$ cat config.mk
export PLATFORM = sky130hd
export DESIGN_NAME = tmq_front
export DESIGN_NICKNAME = d
export VERILOG_FILES = /design/src/rtl/core/tmq_pkg.sv /design/src/rtl/core/tmq_front.sv
export SDC_FILE = /design/constraint.sdc
export NUM_CORES = 1
export LEC_CHECK = 0
export ABC_AREA = 1
export BUFFER_PORTS_ARGS = -buffer_cell sky130_fd_sc_hd__buf_2
export CORE_UTILIZATION = 55
export DETAILED_ROUTE_END_ITERATION = 8
export PLACE_DENSITY = 0.89
export SETUP_SLACK_MARGIN = 0.5
export SLEW_MARGIN = 40
export SYNTH_ARGS = -nofsm -noshare
export SYNTH_HDL_FRONTEND = slang
export SYNTH_SLANG_ARGS = --single-unit
$ cat constraint.sdc
create_clock -name clk_i -period 13.9 [get_ports clk_i]
set_input_delay 2.085 -clock clk_i [delete_from_list [all_inputs] [get_ports clk_i]]
set_output_delay 2.085 -clock clk_i [all_outputs]
set_load 0.02 [all_outputs]
$ cat src/rtl/core/tmq_pkg.sv
// ----------------------------------------------------------------------------
// Tridiagonal matrix-vector product package
// Shared widths and the job record passed from the front end to the
// arithmetic back end.
// ----------------------------------------------------------------------------
package tmq_pkg;

  // Field widths of the stream.
  localparam int unsigned ElemW  = 32;
  localparam int unsigned ProdW  = 48;
  localparam int unsigned QuadW  = 64;

  // Configuration register indexes.
  localparam logic RegNextCoef = 1'b0;
  localparam logic RegPrevCoef = 1'b1;

  // Depth of the job queue between the front and back ends.
  localparam int unsigned JobDepth = 2;

  // One product element to compute: diag*elem + next_coef*nbr_next +
  // prev_coef*nbr_prev. A missing neighbor is carried as zero. The
  // quadratic term always uses elem as its vector element.
  typedef struct packed {
    logic signed [ElemW-1:0] diag;
    logic signed [ElemW-1:0] elem;
    logic signed [ElemW-1:0] nbr_next;
    logic signed [ElemW-1:0] nbr_prev;
    logic                    fin;
  } job_t;

endpackage

$ cat src/rtl/core/tmq_front.sv
// ----------------------------------------------------------------------------
// Tridiagonal product front end
// Accepts vector elements, tracks the previous and pending elements and
// turns each arrival into zero, one or two product jobs.
// ----------------------------------------------------------------------------
module tmq_front #(
  parameter int unsigned DATA_WIDTH = 32
) (
  input  logic                clk_i,
  input  logic                rst_ni,
  input  logic                in_valid_i,
  output logic                in_ready_o,
  input  logic [31:0]         vec_elem_i,
  input  logic [31:0]         diag_elem_i,
  input  logic                is_last_i,
  output logic                push_o,
  output tmq_pkg::job_t       job_o,
  input  logic                full_i
);
  import tmq_pkg::*;

  localparam int unsigned SextW  = (DATA_WIDTH < ElemW) ? DATA_WIDTH : ElemW;
  localparam int unsigned SextSh = ElemW - SextW;

  logic signed [ElemW-1:0] older_q, older_d;
  logic                    older_vld_q, older_vld_d;
  logic signed [ElemW-1:0] pend_elem_q, pend_elem_d;
  logic signed [ElemW-1:0] pend_diag_q, pend_diag_d;
  logic                    pend_vld_q, pend_vld_d;
  logic                    hold_vld_q, hold_vld_d;
  job_t                    hold_job_q, hold_job_d;

  logic signed [ElemW-1:0] vec_sh, diag_sh, x, d;
  logic                    acc;
  job_t                    job_a, job_b;

  // Sign-extend the inputs from the configured element width.
  assign vec_sh  = vec_elem_i << SextSh;
  assign diag_sh = diag_elem_i << SextSh;
  assign x       = vec_sh >>> SextSh;
  assign d       = diag_sh >>> SextSh;

  assign in_ready_o = !hold_vld_q && !full_i;
  assign acc        = in_valid_i && in_ready_o;

  // Job for the pending element (or for a vector of length one), and the
  // closing job for the last element when something was pending.
  always_comb begin
    if (pend_vld_q) begin
      job_a.diag     = pend_diag_q;
      job_a.elem     = pend_elem_q;
      job_a.nbr_next = x;
      job_a.nbr_prev = older_vld_q ? older_q : '0;
      job_a.fin      = 1'b0;
    end else begin
      job_a.diag     = d;
      job_a.elem     = x;
      job_a.nbr_next = '0;
      job_a.nbr_prev = '0;
      job_a.fin      = 1'b1;
    end
    job_b.diag     = d;
    job_b.elem     = x;
    job_b.nbr_next = '0;
    job_b.nbr_prev = pend_elem_q;
    job_b.fin      = 1'b1;
  end

  // Queue write: a held closing job has priority; no input is taken then.
  assign push_o = hold_vld_q ? !full_i : (acc && (pend_vld_q || is_last_i));
  assign job_o  = hold_vld_q ? hold_job_q : job_a;

  // Stream state update.
  always_comb begin
    older_d     = older_q;
    older_vld_d = older_vld_q;
    pend_elem_d = pend_elem_q;
    pend_diag_d = pend_diag_q;
    pend_vld_d  = pend_vld_q;
    hold_vld_d  = hold_vld_q;
    hold_job_d  = hold_job_q;
    if (hold_vld_q && !full_i) begin
      hold_vld_d = 1'b0;
    end
    if (acc) begin
      priority if (is_last_i) begin
        older_vld_d = 1'b0;
        pend_vld_d  = 1'b0;
        if (pend_vld_q) begin
          hold_vld_d = 1'b1;
          hold_job_d = job_b;
        end
      end else if (!pend_vld_q) begin
        pend_elem_d = x;
        pend_diag_d = d;
        pend_vld_d  = 1'b1;
      end else begin
        older_d     = pend_elem_q;
        older_vld_d = 1'b1;
        pend_elem_d = x;
        pend_diag_d = d;
      end
    end
  end

  always_ff @(posedge clk_i or negedge rst_ni) begin
    if (!rst_ni) begin
      older_vld_q <= 1'b0;
      pend_vld_q  <= 1'b0;
      hold_vld_q  <= 1'b0;
    end else begin
      older_vld_q <= older_vld_d;
      pend_vld_q  <= pend_vld_d;
      hold_vld_q  <= hold_vld_d;
    end
  end

  always_ff @(posedge clk_i) begin
    older_q     <= older_d;
    pend_elem_q <= pend_elem_d;
    pend_diag_q <= pend_diag_d;
    hold_job_q  <= hold_job_d;
  end

`ifndef ASSERT_OFF
  // A held closing job means the vector has ended and its state is cleared.
  a_hold_clears: assert property (@(posedge clk_i) disable iff (!rst_ni)
    hold_vld_q |-> (!pend_vld_q && !older_vld_q))
    else $error("front: stream state not cleared while closing job held");

  // An older element only exists behind a pending one.
  a_older_needs_pend: assert property (@(posedge clk_i) disable iff (!rst_ni)
    older_vld_q |-> pend_vld_q)
    else $error("front: older element without pending element");

  // A held closing job is written into the queue while the queue is not
  // full, and the hold clears in the cycle after that write.
  a_hold_drains: assert property (@(posedge clk_i) disable iff (!rst_ni)
    (hold_vld_q && !full_i) |=> !hold_vld_q)
    else $error("front: closing job not released");
`endif

endmodule

==> impl_metrics.yaml <==
synth:
  synth_xor_area_share_pct: 0
  synthSimpleGateAreaFrac_pct: 12.8
  syn_inst: 677
  yosysWarnings: 0
  yosys_register_bits: 195
  syn-num-nets: 746
  yosys.area_share.adder_pct: 0
  synth-compound-area-share_pct: 10.3
  yosysUniqueCellTypes: 14
  synth_top_family_by_area: "simple AND/OR/NAND/NOR gates"
  syn_avg_cell_area_um2: 11.7
  synth_mux_area_share_pct: 0
  yosysSeqAreaShare_pct: 73.7
  syn_area_um2: 7920
timing:
  drv_slew: 0
  grt_setup_unrepaired: "false"
  worst_pin_slew_ns: 0.764
  fmax_mhz: 195
  whs_ns: 0.476
  hold_viol: 0
  setup_violations: 0
  timing.final.crit_share_pct: 36.9
  skew_ns: 0.00719
  fin_crit_ns: 5.13
  slew_headroom_pct: 49.1
  tns_ns: 0
status:
  status: "finished, final reports clean"
critical_path:
  slowest_stage: "dfrtp_4"
  worstPathRequired_ns: 11.81
  rr_startpoint: "pend_vld_q"
  cpMostUsedCell: "buf_4"
  critPathCaptureType: "primary output"
  critical_path_class: "reg2out"
  cp-startpoint: "hold_vld_q"
  critPathMaxStageDelay_ns: 0.68
  cpLargestDelayFamily: "buffers and inverters"
  r2r_setup_slack_ns: 11.00
  worstPathCellList: "inv_2, buf_4, nand2_1, buf_4, o21ai_0, buf_2"
  startpoint_type: "register"
  reg2reg_depth: 6
  reg2reg_to: "hold_job_q[105]"
  path_max_fanout: 66
  path_buf_inv: 4
  cp.arrival_ns: 3.05
flow_run:
  maxCapViolations: 0
drt:
  first_pass_iters: 5
  routed_wl_um: 18000
  wl_per_cell_um: 17.1
  ant_nets: 0
  viasPerCell: 5.48
  route.detailed.drc: 0
  vias: 5773
  dr.first_iter.drc_count: 470
pwr:
  power-per-cell-area_nw_per_um2: 148
  p_leak_nw: 3.80
  ir_drop_uv: 96.6
floorplanning:
  ios: 200
  dieArea_um2: 14900
  die_y_um: 122
  initial_utilization_pct: 56.6
  core_area_um2: 14000
  row_count: 43
  die_w_um: 122
global_routing:
  grt_max_degree: 91
  grt_usage_pct: 24.9
  grt_pass1_vias: 5459
  antenna_found_initial: 0
  overflow: 0
  grt_pass1_wl_um: 27600
clock_tree:
  clkTransAtPathRegs_ns: 0.06
  htreeDepth: 4
  cts_buffers: 17
  clock_latency_ns: 0.42
  ctsResizeCount: 0
  clockBufferDepth: 2
  cts_root_buffer: "clkbuf_16"
  cts_sinks: 195
  ctsHoldBuffers: 0
  cts_tree: "built"
  post-cts-setup-buffers: 0
final_layout:
  final_cells: 1053
  nNetsFinal: 929
  areaGrowthSynthToFinish_pct: 21.9
  fillCellCount: 1025
  drive_above_1_share_pct: 27.9
  antenna_cells: 0
hold_path:
  hp-start: "pend_elem_q[17]"
  hold_path.class: "reg2reg"
  whs_path_depth: 0
  holdPathEnd: "older_q[17]"
place:
  dpl.hpwl_um: 11000
  place.gp.congestion: 0.790
  io_buffers: 199
  place_inst: 1021
==> state kept, by name, indices dropped and copies added (netlist names) <==
| register | flops |
|---|---|
| pend_vld_q | 1 |
| hold_job_q | 96 |
| older_vld_q | 1 |
| older_q | 32 |
| pend_diag_q | 32 |
| pend_elem_q | 32 |
| hold_vld_q | 1 |
==> layout make-up <==
cell class	count	area, um2	share of cell area (%)
Sequential cell	195	5850	60.6
Multi-Input combinational cell	432	1840	19.1
Timing Repair Buffer	210	1130	11.8
Clock buffer	18	429	4.44
Tap cell	180	225	2.33
Clock inverter	14	161	1.67
Inverter	4	15.0	0.155
==> cells in the mapped netlist <==
master | n | area, um2
a21oi_1 | 128 | 641
buf_2 | 37 | 185
buf_4 | 5 | 37.5
clkbuf_1 | 4 | 15.0
dfrtp_1 | 3 | 75.1
edfxtp_1 | 192 | 5770
inv_1 | 3 | 11.3
inv_2 | 1 | 3.75
nand2_1 | 168 | 631
nand3_1 | 1 | 5.00
nand4_1 | 1 | 6.26
nor2_1 | 99 | 372
o21ai_0 | 34 | 170
o21ai_1 | 1 | 5.00
==> cells by family after synthesis <==
family / after synthesis
AND/OR/NAND/NOR: 269
flip-flops: 195
AO/OA/AOI/OAI: 163
buffers and inverters: 50
==> through the flow <==
| step | power (mW) | utilization [%] | worst slack [ns] | cell area (um2) |
|---|---|---|---|---|
| after floorplan | 0.856 | - | 6.66 | 7920 |
| after global placement | 0.943 | 64.3 | 9.08 | 8990 |
| after detailed placement | 0.953 | 64.8 | 9.04 | 9060 |
| after CTS | 1.43 | 69.0 | 8.71 | 9650 |
| after global routing | 1.48 | 69.0 | 8.51 | 9660 |
| final | 1.43 | 69.0 | 8.77 | 9660 |
==> power by group <==
| part | leakage, nW | internal, mW | switching, mW |
|---|---|---|---|
| combinational | 1.74 | 0.0804 | 0.186 |
| clock | 0.283 | 0.282 | 0.202 |
| sequential | 1.78 | 0.663 | 0.0125 |
==> worst reg2reg max path: cells and delay by family (launching register included) <==
family	cells	cell delay, ns
buffers and inverters	4	1.25
and+or+nand+nor	2	0.64
DFF	1	0.60
==> routing by layer <==
metal	routed length [um]	GRT usage [%]
met1	7100	30.2
met2	9250	41.7
met3	1200	5.66
met4	420	12.7
met5	0	0
==> placed cells by master, fill, tap and decap left out, types with 3 or more instances in the layout <==
cell	Yosys	final
a21oi_1	128	128
buf_2	37	199
buf_4	5	5
buf_6	0	3
bufinv_16	0	3
clkbuf_16	0	17
clkinv_1	0	4
edfxtp_1	192	192
nand2_1	168	168
nor2_1	99	97
o21ai_0	34	34
==> worst max-delay path by stage <==
| stage | cells after the start | to |
|---|---|---|
| 2_1_floorplan | 3 | hold_job_q[100] |
| 3_3_place_gp | 5 | push_o |
| 3_5_place_dp | 5 | push_o |
| 4_1_cts | 6 | job_o[13] |
| 5_1_grt | 6 | job_o[25] |
| 6_report | 6 | job_o[13] |
No activity file was read; power rests on OpenSTA's default activity.
