===== config.mk =====
export PLATFORM = sky130hd
export DESIGN_NAME = tmq_job_fifo
export DESIGN_NICKNAME = d
export VERILOG_FILES = /design/src/rtl/core/tmq_pkg.sv /design/src/rtl/core/tmq_job_fifo.sv
export SDC_FILE = /design/constraint.sdc
export NUM_CORES = 1
export LEC_CHECK = 0
export ABC_CLOCK_PERIOD_IN_PS = 7900
export BUFFER_PORTS_ARGS = -buffer_cell sky130_fd_sc_hd__buf_2
export CAP_MARGIN = 20
export CORE_ASPECT_RATIO = 1.25
export CORE_MARGIN = 5
export CORE_UTILIZATION = 52
export CTS_CLUSTER_DIAMETER = 50
export CTS_CLUSTER_SIZE = 12
export DETAILED_ROUTE_END_ITERATION = 10
export PLACE_DENSITY = 0.79
export SETUP_SLACK_MARGIN = 0.05
export SLEW_MARGIN = 20
export SYNTH_ARGS = -nofsm -noshare
export SYNTH_HDL_FRONTEND = slang
export SYNTH_SLANG_ARGS = --single-unit

===== constraint.sdc =====
create_clock -name clk_i -period 7.9 [get_ports clk_i]
set_input_delay 1.58 -clock clk_i [delete_from_list [all_inputs] [get_ports clk_i]]
set_output_delay 1.58 -clock clk_i [all_outputs]
set_load 0.02 [all_outputs]

===== src/rtl/core/tmq_pkg.sv =====
// ----------------------------------------------------------------------------
// Tridiagonal matrix-vector product package
// Shared widths and the job record passed from the front end to the
// arithmetic back end.
// ----------------------------------------------------------------------------
package tmq_pkg;

  // Field widths of the stream.
  localparam int unsigned ElemW  = 32;
  localparam int unsigned ProdW  = 48;
  localparam int unsigned QuadW  = 64;

  // Configuration register indexes.
  localparam logic RegNextCoef = 1'b0;
  localparam logic RegPrevCoef = 1'b1;

  // Depth of the job queue between the front and back ends.
  localparam int unsigned JobDepth = 2;

  // One product element to compute: diag*elem + next_coef*nbr_next +
  // prev_coef*nbr_prev. A missing neighbor is carried as zero. The
  // quadratic term always uses elem as its vector element.
  typedef struct packed {
    logic signed [ElemW-1:0] diag;
    logic signed [ElemW-1:0] elem;
    logic signed [ElemW-1:0] nbr_next;
    logic signed [ElemW-1:0] nbr_prev;
    logic                    fin;
  } job_t;

endpackage


===== src/rtl/core/tmq_job_fifo.sv =====
// ----------------------------------------------------------------------------
// Tridiagonal product job queue
// A short first-in first-out queue of product jobs that decouples the
// front end from the arithmetic back end.
// ----------------------------------------------------------------------------
module tmq_job_fifo (
  input  logic          clk_i,
  input  logic          rst_ni,
  input  logic          push_i,
  input  tmq_pkg::job_t job_i,
  output logic          full_o,
  input  logic          pop_i,
  output logic          empty_o,
  output tmq_pkg::job_t job_o
);
  import tmq_pkg::*;

  localparam int unsigned PtrW = (JobDepth > 1) ? $clog2(JobDepth) : 1;
  localparam int unsigned CntW = $clog2(JobDepth + 1);

  job_t            mem_q [JobDepth];
  logic [PtrW-1:0] wr_ptr_q, wr_ptr_d;
  logic [PtrW-1:0] rd_ptr_q, rd_ptr_d;
  logic [CntW-1:0] cnt_q, cnt_d;

  assign full_o  = (cnt_q == CntW'(JobDepth));
  assign empty_o = (cnt_q == '0);
  assign job_o   = mem_q[rd_ptr_q];

  // Pointer and fill count update with wrap at the queue depth.
  always_comb begin
    wr_ptr_d = wr_ptr_q;
    rd_ptr_d = rd_ptr_q;
    cnt_d    = cnt_q;
    if (push_i) begin
      wr_ptr_d = (wr_ptr_q == PtrW'(JobDepth - 1)) ? '0 : wr_ptr_q + 1'b1;
    end
    if (pop_i) begin
      rd_ptr_d = (rd_ptr_q == PtrW'(JobDepth - 1)) ? '0 : rd_ptr_q + 1'b1;
    end
    if (push_i && !pop_i) begin
      cnt_d = cnt_q + 1'b1;
    end else if (pop_i && !push_i) begin
      cnt_d = cnt_q - 1'b1;
    end
  end

  always_ff @(posedge clk_i or negedge rst_ni) begin
    if (!rst_ni) begin
      wr_ptr_q <= '0;
      rd_ptr_q <= '0;
      cnt_q    <= '0;
    end else begin
      wr_ptr_q <= wr_ptr_d;
      rd_ptr_q <= rd_ptr_d;
      cnt_q    <= cnt_d;
    end
  end

  // Storage write.
  always_ff @(posedge clk_i) begin
    if (push_i) begin
      mem_q[wr_ptr_q] <= job_i;
    end
  end

`ifndef ASSERT_OFF
  // The front end never writes into a full queue.
  a_no_overflow: assert property (@(posedge clk_i) disable iff (!rst_ni)
    push_i |-> !full_o)
    else $error("job fifo: write while full");

  // The back end never reads from an empty queue.
  a_no_underflow: assert property (@(posedge clk_i) disable iff (!rst_ni)
    pop_i |-> !empty_o)
    else $error("job fifo: read while empty");

  // The fill count stays within the depth.
  a_cnt_range: assert property (@(posedge clk_i) disable iff (!rst_ni)
    cnt_q <= CntW'(JobDepth))
    else $error("job fifo: fill count out of range");
`endif

endmodule


==> impl_metrics.tcl, run 1 <==
set metrics [dict create \
    outcome "finished, final reports clean" \
    grt_max_degree 77 \
    synthTopCellsByArea "edfxtp_1 81%, mux2_2 15%, buf_6 1.2%" \
    area_delta_synth_final_pct 22.9 \
    yosysTopAreaCellShare_pct 81.4 \
    finalMaxSlewViolations 0 \
    synthesis.nets 551 \
    core_area_sq_um 18000 \
    cts_tree "built" \
    worst_pin_slew_ns 1.01 \
    yosysSeqAreaShare_pct 82.4 \
    worst-path-max-fanout 76 \
    rsz0062_at_grt "false" \
    gp_congestion 0.764 \
    die_w_um 131 \
    core.rowCount 55 \
    fin_skew_ns 0.0153 \
    drt_pass1_iterations 5 \
    hold_class "reg -> reg" \
    setup_viol 0 \
    detail_route.iter0.violations 309 \
    start_kind "register" \
    diodes 0 \
    postCtsSetupBuffers 0 \
    fmax_mhz 221 \
    worstSetupPathType "reg -> out" \
    post-dp-hpwl_um 12700 \
    ys_seq_elements 262 \
    clockBufferDepth 3 \
    routedWlPerCell_um 19.9 \
    synthCells 417 \
    p_leak_nw 4.41 \
    cts.sinks 262 \
    h-tree-depth 1 \
    slew_headroom_pct 32.5 \
    dieArea_sq_um 21100 \
    yosysTopAreaCell "edfxtp_1" \
    cts_buffers 25 \
    clkTransAtPathRegs_ns 0.06 \
    grt_pass1_vias 5322 \
    crit_arrival_ns 2.94 \
    drt_wl_total_um 18600 \
    min_period_ns 4.52 \
    yosysWarnings 0 \
    peakVddDrop_uv 274 \
    post-route-drc-count 0 \
    finalPower_w 0.00432 \
    yosys.cell_types.count 13 \
    ios 264 \
    cap_violations 0 \
    clock_latency_ns 0.51 \
    drive_gt1_share_pct 60.2 \
    avgSynthCellArea_sq_um 22.8 \
    cts_resized 0 \
    hold_viol_final 0 \
    critPathCaptureType "output port" \
    cts_root_buf "clkbuf_16" \
    setup_tns_ns 0 \
    start_util_pct 52.8 \
    power_density_nw_per_um2 369 \
    syn_area_sq_um 9520 \
    vias 4788 \
    grt_overflow 0 \
    fillCellCount 1266 \
    antenna_left 0 \
    final.period_utilization_pct 57.3 \
    cts_hold_buffers 0 \
    final_nets 831 \
    die_h_um 161 \
    grt_usage_pct 17.0 \
    grt_pass1_wl_um 28000 \
    vias_per_cell 5.13 \
    antenna_found_initial 5 \
    required_ns 6.32 \
    portBuffers 263 \
]
-- critical path, stage by stage, from the launching register on --
cell and delay, ns:
dfrtp_4 0.89, buf_4 0.84, mux2_2 0.44, buf_2 0.16
-- where the power goes --
part | leakage, nW | total [W] | internal [W] | switching [W]
sequential | 2.47 | 0.00197 | 0.00185 | 0.000119
clock | 0.325 | 0.00102 | 0.000574 | 0.000442
combinational | 1.61 | 0.00134 | 0.000529 | 0.000808
total | 4.41 | 0.00432 | 0.00295 | 0.00137
-- layer usage --
| layer | share of wire (%) | routed length, um | track usage [%] |
|---|---|---|---|
| met3 | 8.8 | 1650 | 5.43 |
| met5 | 0.33 | 62 | 0 |
| met4 | 1.3 | 236 | 3.79 |
| met1 | 37 | 6800 | 20.0 |
| met2 | 53 | 9880 | 30.2 |
-- kinds of logic (layout without fill, tap and decap cells) --
| group | after synthesis | in the layout | share of synthesized area, % |
|---|---|---|---|
| flops | 262 | 262 | 82.4 |
| simple gates | 5 | 5 | 0.276 |
| mux | 129 | 129 | 15.3 |
| fa+ha+maj | 1 | 1 | 0.131 |
| xor+xnor | 5 | 5 | 0.460 |
| buf+inv | 15 | 304 | 1.46 |
-- flip-flops by register name, summed over array words and instances (netlist names) --
signal and cells:
rd_ptr_q 1, mem_q 258, wr_ptr_q 1, cnt_q 2
-- cells in the final DEF, fill, tap and decap left out, types with 2 or more instances in the layout --
cell type / synthesis / layout
buf_2: 3 / 263
buf_4: 1 / 4
clkbuf_1: 0 / 9
clkbuf_16: 0 / 25
dfrtp_1: 4 / 3
edfxtp_1: 258 / 258
mux2_2: 129 / 129
nor2_1: 2 / 2
xor2_1: 4 / 4
-- final cells by class --
type,instances,area [sq um],share of cell area [%]
clock buffers,34,659,5.63
clock inverters,2,12.5,0.107
inverters,1,3.75,0.0321
multi-input cells,140,1550,13.2
flip-flops and latches,262,7850,67.1
well taps,228,285,2.44
repair buffers,267,1350,11.5
-- worst paths after layout --
kind	startpoint	end	slack (ns)	cells after the start
worst max-delay path	rd_ptr_q	job_o[121]	3.38	3
min in group asynchronous	rst_ni	cnt_q[1]	0.88	1
worst min register to register	cnt_q[1]	cnt_q[1]	0.52	1
max in group asynchronous	rst_ni	rd_ptr_q	6.88	1
worst min-delay path	cnt_q[1]	cnt_q[1]	0.52	1
worst max register to register	wr_ptr_q	mem_q[0][104]	5.39	3
-- metrics by stage --
| step | std cells | setup slack (ns) | util [%] | hold WS, ns | instance area (sq um) |
|---|---|---|---|---|---|
| detailed placement | 898 | 3.85 | 61.2 | 0.487 | 11000 |
| global placement | 898 | 3.89 | 61.2 | 0.483 | 11000 |
| CTS | 934 | 3.30 | 64.9 | 0.514 | 11700 |
| finish | 934 | 3.38 | 64.9 | 0.520 | 11700 |
| floorplan | 417 | 0.0949 | - | 0.455 | 9520 |
| global route | 934 | 3.23 | 64.9 | 0.547 | 11700 |
-- Yosys cell counts (all sizes together) --
| cell | n |
|---|---|
| edfxtp | 258 |
| and2 | 1 |
| nor2b | 2 |
| mux2 | 129 |
| ha | 1 |
| dfrtp | 4 |
| buf | 14 |
| xor2 | 4 |
| xnor2 | 1 |
| nor2 | 2 |
| inv | 1 |
No activity file was read; power rests on OpenSTA's default activity.
==> run 2, diff against run 1 <==
--- a/config.mk
+++ b/config.mk
@@ -5,7 +5,7 @@
 export SDC_FILE = /design/constraint.sdc
 export NUM_CORES = 1
 export LEC_CHECK = 0
-export ABC_CLOCK_PERIOD_IN_PS = 7900
+export ABC_CLOCK_PERIOD_IN_PS = 4500
 export BUFFER_PORTS_ARGS = -buffer_cell sky130_fd_sc_hd__buf_2
 export CAP_MARGIN = 20
 export CORE_ASPECT_RATIO = 1.25
==> constraint.sdc (replaced) <==
create_clock -name clk_i -period 4.5 [get_ports clk_i]
set_input_delay 0.9 -clock clk_i [delete_from_list [all_inputs] [get_ports clk_i]]
set_output_delay 0.9 -clock clk_i [all_outputs]
set_load 0.02 [all_outputs]
==> impl_metrics.tcl, run 2 (synthesized netlist as in run 1, its figures left out) <==
set metrics [dict create \
    routedWlPerCell_um 19.8 \
    p_leak_nw 4.42 \
    cap_violations 0 \
    hold_viol_final 0 \
    start_util_pct 52.8 \
    cts_root_buf "clkbuf_16" \
    cts_resized 0 \
    setup_viol 0 \
    cts_tree "built" \
    area_delta_synth_final_pct 23.2 \
    grt_usage_pct 16.8 \
    postCtsSetupBuffers 0 \
    final_nets 831 \
    core.rowCount 55 \
    cts_hold_buffers 0 \
    worst-path-max-fanout 130 \
    finalMaxSlewViolations 0 \
    antenna_found_initial 0 \
    worst_pin_slew_ns 0.971 \
    detail_route.iter0.violations 256 \
    cts_buffers 25 \
    die_h_um 161 \
    h-tree-depth 1 \
    fin_area_sq_um 11700 \
    clockBufferDepth 3 \
    antenna_left 0 \
    critPathCaptureType "output port" \
    timing.rr.start "wr_ptr_q" \
    required_ns 3.60 \
    grt_max_degree 131 \
    core_area_sq_um 18000 \
    peakVddDrop_uv 554 \
    grt_pass1_wl_um 27600 \
    portBuffers 263 \
    hold_class "in -> async" \
    final.period_utilization_pct 66.9 \
    worstSetupPathType "reg -> out" \
    mostFrequentLayoutCells "263 x buf_2, 258 x edfxtp_1, 129 x mux2_2" \
    drt_pass1_iterations 4 \
    cts.sinks 262 \
    placed_area_sq_um 11100 \
    fmax_mhz 332 \
    drt_wl_total_um 18500 \
    vias 4774 \
    post-dp-hpwl_um 12300 \
    post-route-drc-count 0 \
    fin_skew_ns 0.00759 \
    die_w_um 131 \
    fillCellCount 1270 \
    start_kind "register" \
    dieArea_sq_um 21100 \
    ios 264 \
    grt_pass1_vias 5352 \
    setup_tns_ns 0 \
    power_density_nw_per_um2 649 \
    final_common_cell "buf_2" \
    largest_register "mem_q" \
    largestRegisters "mem_q (258), cnt_q (2)" \
    grt_overflow 0 \
    rsz0062_at_grt "false" \
    cp-startpoint "rd_ptr_q" \
    min_period_ns 3.01 \
    crit_arrival_ns 2.11 \
    gp_congestion 0.730 \
    largest_reg_flops 258 \
    clkTransAtPathRegs_ns 0.06 \
    outcome "finished, final reports clean" \
    drive_gt1_share_pct 60.3 \
    clock_latency_ns 0.50 \
    vias_per_cell 5.12 \
    diodes 0 \
    slew_headroom_pct 35.2 \
]
## run 2: cell types whose count changed in the layout (fill, tap and decap cells not counted), sizes merged
cell | before | now
clkbuf | 34 | 35
inv | 2 | 1
clkinv | 1 | 0
## run 2: area by class of cell
type	instances	area, sq um	share of cell area [%]
flip-flops and latches	262	7850	66.9
multi-input cells	140	1550	13.2
repair buffers	267	1370	11.7
clock buffers	35	673	5.74
well taps	228	285	2.43
inverters	1	3.75	0.0320
## run 2: worst paths after layout
path | endpoint | slack, ns | depth (start not counted)
worst min register to register | cnt_q[1] | 0.50 | 1
worst min-delay path | cnt_q[1] | 0.20 | 1
worst max register to register | mem_q[1][84] | 2.51 | 2
max in group asynchronous | rd_ptr_q | 4.16 | 1
min in group clk_i | cnt_q[1] | 0.50 | 1
worst max-delay path | job_o[30] | 1.49 | 3
## run 2: where the power goes
part	switching (W)	leakage (nW)	internal, W
logic	0.00152	1.62	0.000943
clock network	0.000779	0.326	0.00102
registers	0.000111	2.47	0.00324
## run 2: routing by layer
metal | global-route usage, % | wire length [um]
met2 | 30.2 | 9970
met3 | 4.20 | 1530
met1 | 19.3 | 6430
met5 | 0 | 0
met4 | 6.08 | 532
## run 2: through the flow
stage	hold slack (ns)	utilization (%)	setup WS, ns	power [W]	instances
after floorplan	0.456	-	0.157	0.00519	417
after global placement	0.476	61.3	1.96	0.00583	898
after detailed placement	0.492	61.3	1.92	0.00590	898
after CTS	0.177	65.1	1.47	0.00771	933
after global routing	0.175	65.1	1.42	0.00797	933
final	0.199	65.1	1.49	0.00762	933
## run 2: worst max-delay path: stages, from the launching register on
cell and delay (ns):
dfrtp_4 0.41, buf_12 0.53, mux2_2 0.44, buf_2 0.17
